===== config.mk =====
export PLATFORM = sky130hd
export DESIGN_NAME = stbs_ctrl
export DESIGN_NICKNAME = d
export VERILOG_FILES = /design/src/sv/stbs_pkg.sv /design/src/sv/stbs_ctrl.sv
export SDC_FILE = /design/constraint.sdc
export NUM_CORES = 1
export LEC_CHECK = 0
export BUFFER_PORTS_ARGS = -buffer_cell sky130_fd_sc_hd__clkbuf_2
export CORE_AREA = 2 2 39 41
export CTS_BUF_LIST = sky130_fd_sc_hd__clkbuf_2
export CTS_CLUSTER_SIZE = 14
export DETAILED_ROUTE_END_ITERATION = 10
export DIE_AREA = 0 0 41 43
export GPL_ROUTABILITY_DRIVEN = 0
export GPL_TIMING_DRIVEN = 0
export PLACE_DENSITY_LB_ADDON = 0.12
export SLEW_MARGIN = 20
export SYNTH_ARGS = -nofsm -noshare
export SYNTH_HDL_FRONTEND = slang
export SYNTH_SLANG_ARGS = --single-unit
export TNS_END_PERCENT = 1

===== constraint.sdc =====
create_clock -name clk -period 2.6 [get_ports clk]
set_input_delay 0.78 -clock clk [delete_from_list [all_inputs] [get_ports clk]]
set_output_delay 0.78 -clock clk [all_outputs]
set_load 0.01 [all_outputs]

===== src/sv/stbs_pkg.sv =====
// Shared types and constants of the sorted-table binary search block.
package stbs_pkg;

	localparam int IDX_W = 10;
	localparam int DATA_W = 32;
	localparam int TABLE_DEPTH_DEF = 1024;

	localparam logic ACT_LOAD = 1'b0;
	localparam logic ACT_SEARCH = 1'b1;

	typedef struct packed {
		logic action;
		logic [IDX_W-1:0] entry_index;
		logic signed [DATA_W-1:0] entry_value;
		logic signed [DATA_W-1:0] search_key;
		logic [IDX_W-1:0] search_low;
		logic [IDX_W-1:0] search_high;
	} req_t;

	typedef struct packed {
		logic found;
		logic [IDX_W-1:0] match_index;
	} rsp_t;

	typedef struct packed {
		logic load;
		logic start;
		logic probe_first;
		logic probe_next;
		logic post;
		logic post_hit;
	} ctl_cmd_t;

	typedef struct packed {
		logic empty_first;
		logic equal;
		logic empty_next;
	} ctl_sts_t;

endpackage


===== src/sv/stbs_ctrl.sv =====
// Controller state machine that sequences loads, probes and result transfers.
module stbs_ctrl
	import stbs_pkg::*;
(
	input logic clk,
	input logic arst_n,
	input logic req_valid,
	input logic req_action,
	output logic req_stall,
	output logic rsp_valid,
	input logic rsp_stall,
	input ctl_sts_t sts,
	output ctl_cmd_t cmd
);

	localparam logic [1:0] ST_IDLE = 2'd0;
	localparam logic [1:0] ST_FIRST = 2'd1;
	localparam logic [1:0] ST_COMP = 2'd2;

	logic [1:0] state_q;
	logic [1:0] state_d;
	logic rsp_valid_q;
	logic out_free;

	assign out_free = !rsp_valid_q || !rsp_stall;
	assign req_stall = state_q != ST_IDLE;
	assign rsp_valid = rsp_valid_q;

	always_comb begin
		state_d = state_q;
		cmd = '0;
		unique case (state_q)
			ST_IDLE: begin
				if (req_valid) begin
					if (req_action == ACT_SEARCH) begin
						cmd.start = 1'b1;
						state_d = ST_FIRST;
					end else begin
						cmd.load = 1'b1;
					end
				end
			end
			ST_FIRST: begin
				if (sts.empty_first) begin
					if (out_free) begin
						cmd.post = 1'b1;
						state_d = ST_IDLE;
					end
				end else begin
					cmd.probe_first = 1'b1;
					state_d = ST_COMP;
				end
			end
			ST_COMP: begin
				if (sts.equal || sts.empty_next) begin
					if (out_free) begin
						cmd.post = 1'b1;
						cmd.post_hit = sts.equal;
						state_d = ST_IDLE;
					end
				end else begin
					cmd.probe_next = 1'b1;
				end
			end
			default: begin
				state_d = ST_IDLE;
			end
		endcase
	end

	always_ff @(posedge clk or negedge arst_n) begin
		if (!arst_n) begin
			state_q <= ST_IDLE;
			rsp_valid_q <= 1'b0;
		end else begin
			state_q <= state_d;
			if (cmd.post) begin
				rsp_valid_q <= 1'b1;
			end else if (!rsp_stall) begin
				rsp_valid_q <= 1'b0;
			end
		end
	end

endmodule

==> impl_metrics.tcl <==
set metrics [dict create \
    status "completed" \
    routed_wl_um 605 \
    port_buffers 15 \
    nets 65 \
    yosysSeqAreaShare_pct 26.55 \
    drtPass1Iterations 2 \
    cts_root_buf "clkbuf_2" \
    switching_power_mw 0.1840 \
    leakagePower_nw 0.2339 \
    ys_async_sr_fraction_pct 100.0 \
    maxSlewHeadroom_pct 78.19 \
    path_class "reg2out" \
    tightest_slew_ns 0.3242 \
    drtIter0Drc 12 \
    via_count 282 \
    antenna_found_initial 0 \
    tritoncts "yes" \
    grt_start_max_net_pins 6 \
    first_global_vias 281 \
    netlist_area_um2 282.8 \
    drc 0 \
    syn_area_per_cell_um2 8.569 \
    die_area_mm2 0.001763 \
    internal_power_mw 0.2300 \
    synth_top_cell_by_area "dfrtp_1" \
    via_per_inst 4.147 \
    start_kind "flip-flop" \
    rows 14 \
    yosys.area.top_type_share_pct 26.55 \
    crit_fanout 5 \
    cts_hold_buf 0 \
    synth_ff_type "dfrtp_1" \
    final.period_utilization_pct 88.53 \
    clk_latency_ns 0.19 \
    clockBufferDepth 2 \
    syn_to_final_growth_pct 40.71 \
    cts_resized 0 \
    dp_hpwl_um 531 \
    grt_pass1_wl_um 1055 \
    ys_ff_latch 3 \
    fillers 161 \
    hp-class "in2async" \
    p_total_mw 0.4140 \
    rsz0062_at_grt "false" \
    coreArea_mm2 0.001384 \
    cts.clk_slew.worst_paths_ns 0.04 \
    setup_tns_ns 0 \
    numCtsBuffers 3 \
    share_seq_of_total_power_pct 21.4 \
    fmax_ghz 0.4344 \
    drive_above_1_share_pct 42.31 \
    synth-edff-count 0 \
    comb_power_share_pct 63.6 \
    ir_drop_uv 412.3 \
    ant_nets 0 \
    sw_frac_of_total_pct 44.44 \
    synth_nets 45 \
    yosysWarningCount 0 \
    setup_viol 0 \
    max-cap-violations 0 \
    instances_no_fill 68 \
    synth_area_leaders "dfrtp_1 (27%), ha_1 (18%), nor3b_4 (6.6%), a22o_1 (6.2%), inv_1 (5.3%)" \
    die_w_um 41 \
    ys_types 18 \
    htree_levels 1 \
    clock_skew_ns 0.001905 \
    critPathArrivalTime_ns 1.52 \
    place_inst 64 \
    floorplan.initialDensity_pct 20.43 \
    fin_crit_ns 2.302 \
    required_ns 1.82 \
    clock_sinks 3 \
    wl_per_cell_um 8.897 \
    p_per_area_mw_per_mm2 1041 \
    clock_power_share_pct 14.9 \
    track_usage_pct 9.274 \
    synth_cells 33 \
    diodes 0 \
    cts_setup_buffers 0 \
    io_pins 16 \
    slew_viol_final 0 \
    endpoint_kind "primary output" \
    hold_viol 0 \
    synth_commonest_cells "ha_1 (4), inv_1 (4), nand2_1 (4)" \
    die_height_um 43 \
    grt-ovfl-total 0 \
]
-- power groups by stage --
stage	clock network, mW	logic [mW]	registers (mW)
after detailed placement	0	0.268	0.0892
final	0.0618	0.263	0.0887
after floorplan	0	0.187	0.0874
after global routing	0.0663	0.309	0.0942
after CTS	0.0642	0.269	0.0887
after global placement	0	0.274	0.0892
-- sequential cells by signal, summed over array words and instances, names as in the netlist --
signal     cells
state_q        2
rsp_valid      1
-- layout by cell type, fill, tap and decap left out, types with 2 or more instances in the layout --
cell	n
ha_1	4
a22o_1	2
nand2_1	4
clkbuf_2	19
dfrtp_1	3
nor2_1	3
a21oi_1	2
inv_1	4
-- cell families after synthesis --
family                     Yosys count  synth area share [%]
and+or+nand+nor                     13                 26.99
AOI/OAI and AO/OA                    9                 23.45
buffers and inverters                4                 5.308
adders and majority gates            4                 17.70
DFF                                  3                 26.55
-- area by class of cell --
class,instances,area (µm²),area share (%)
flip-flops and latches,3,75.07,18.87
inverters,4,15.01,3.774
multi-input cells,26,192.7,48.43
clock buffers,4,20.02,5.031
repair buffers,15,75.07,18.87
well taps,16,20.02,5.031
-- worst paths after layout --
kind | from | to | slack, ns | cells after the start
min in group clk | state_q[1] | state_q[1] | 0.58 | 1
max | state_q[0] | cmd[1] | 0.30 | 6
min reg2reg | state_q[1] | state_q[1] | 0.58 | 1
max in group asynchronous | arst_n | state_q[0] | 2.12 | 1
min | arst_n | rsp_valid | 0.37 | 1
max reg2reg | state_q[0] | state_q[0] | 1.09 | 5
-- critical path: stages, from the launching register on --
cell,delay [ns]
dfrtp_1,0.41
inv_1,0.11
ha_1,0.22
o21ai_0,0.10
a21bo_2,0.23
a21oi_1,0.11
clkbuf_2,0.14
-- per-stage QoR --
step	worst slack (ns)	utilization, %	area, µm²	hold WS, ns
global placement	0.3565	27.31	377.9	0.5800
global route	0.1702	28.75	397.9	0.3718
floorplan	0.5529	-	282.8	0.4844
CTS	0.2783	28.75	397.9	0.3676
detailed placement	0.3553	27.31	377.9	0.5709
finish	0.2982	28.75	397.9	0.3729
-- routing by layer --
metal	part of all wire, %	track usage, %	vias to the layer above
met5	0	0	-
met4	0	8.000	0
met3	6.3	3.141	0
met2	41	11.88	10
met1	52	11.73	120
li1	-	-	152
Note: power is estimated with default switching activity, not from simulation.
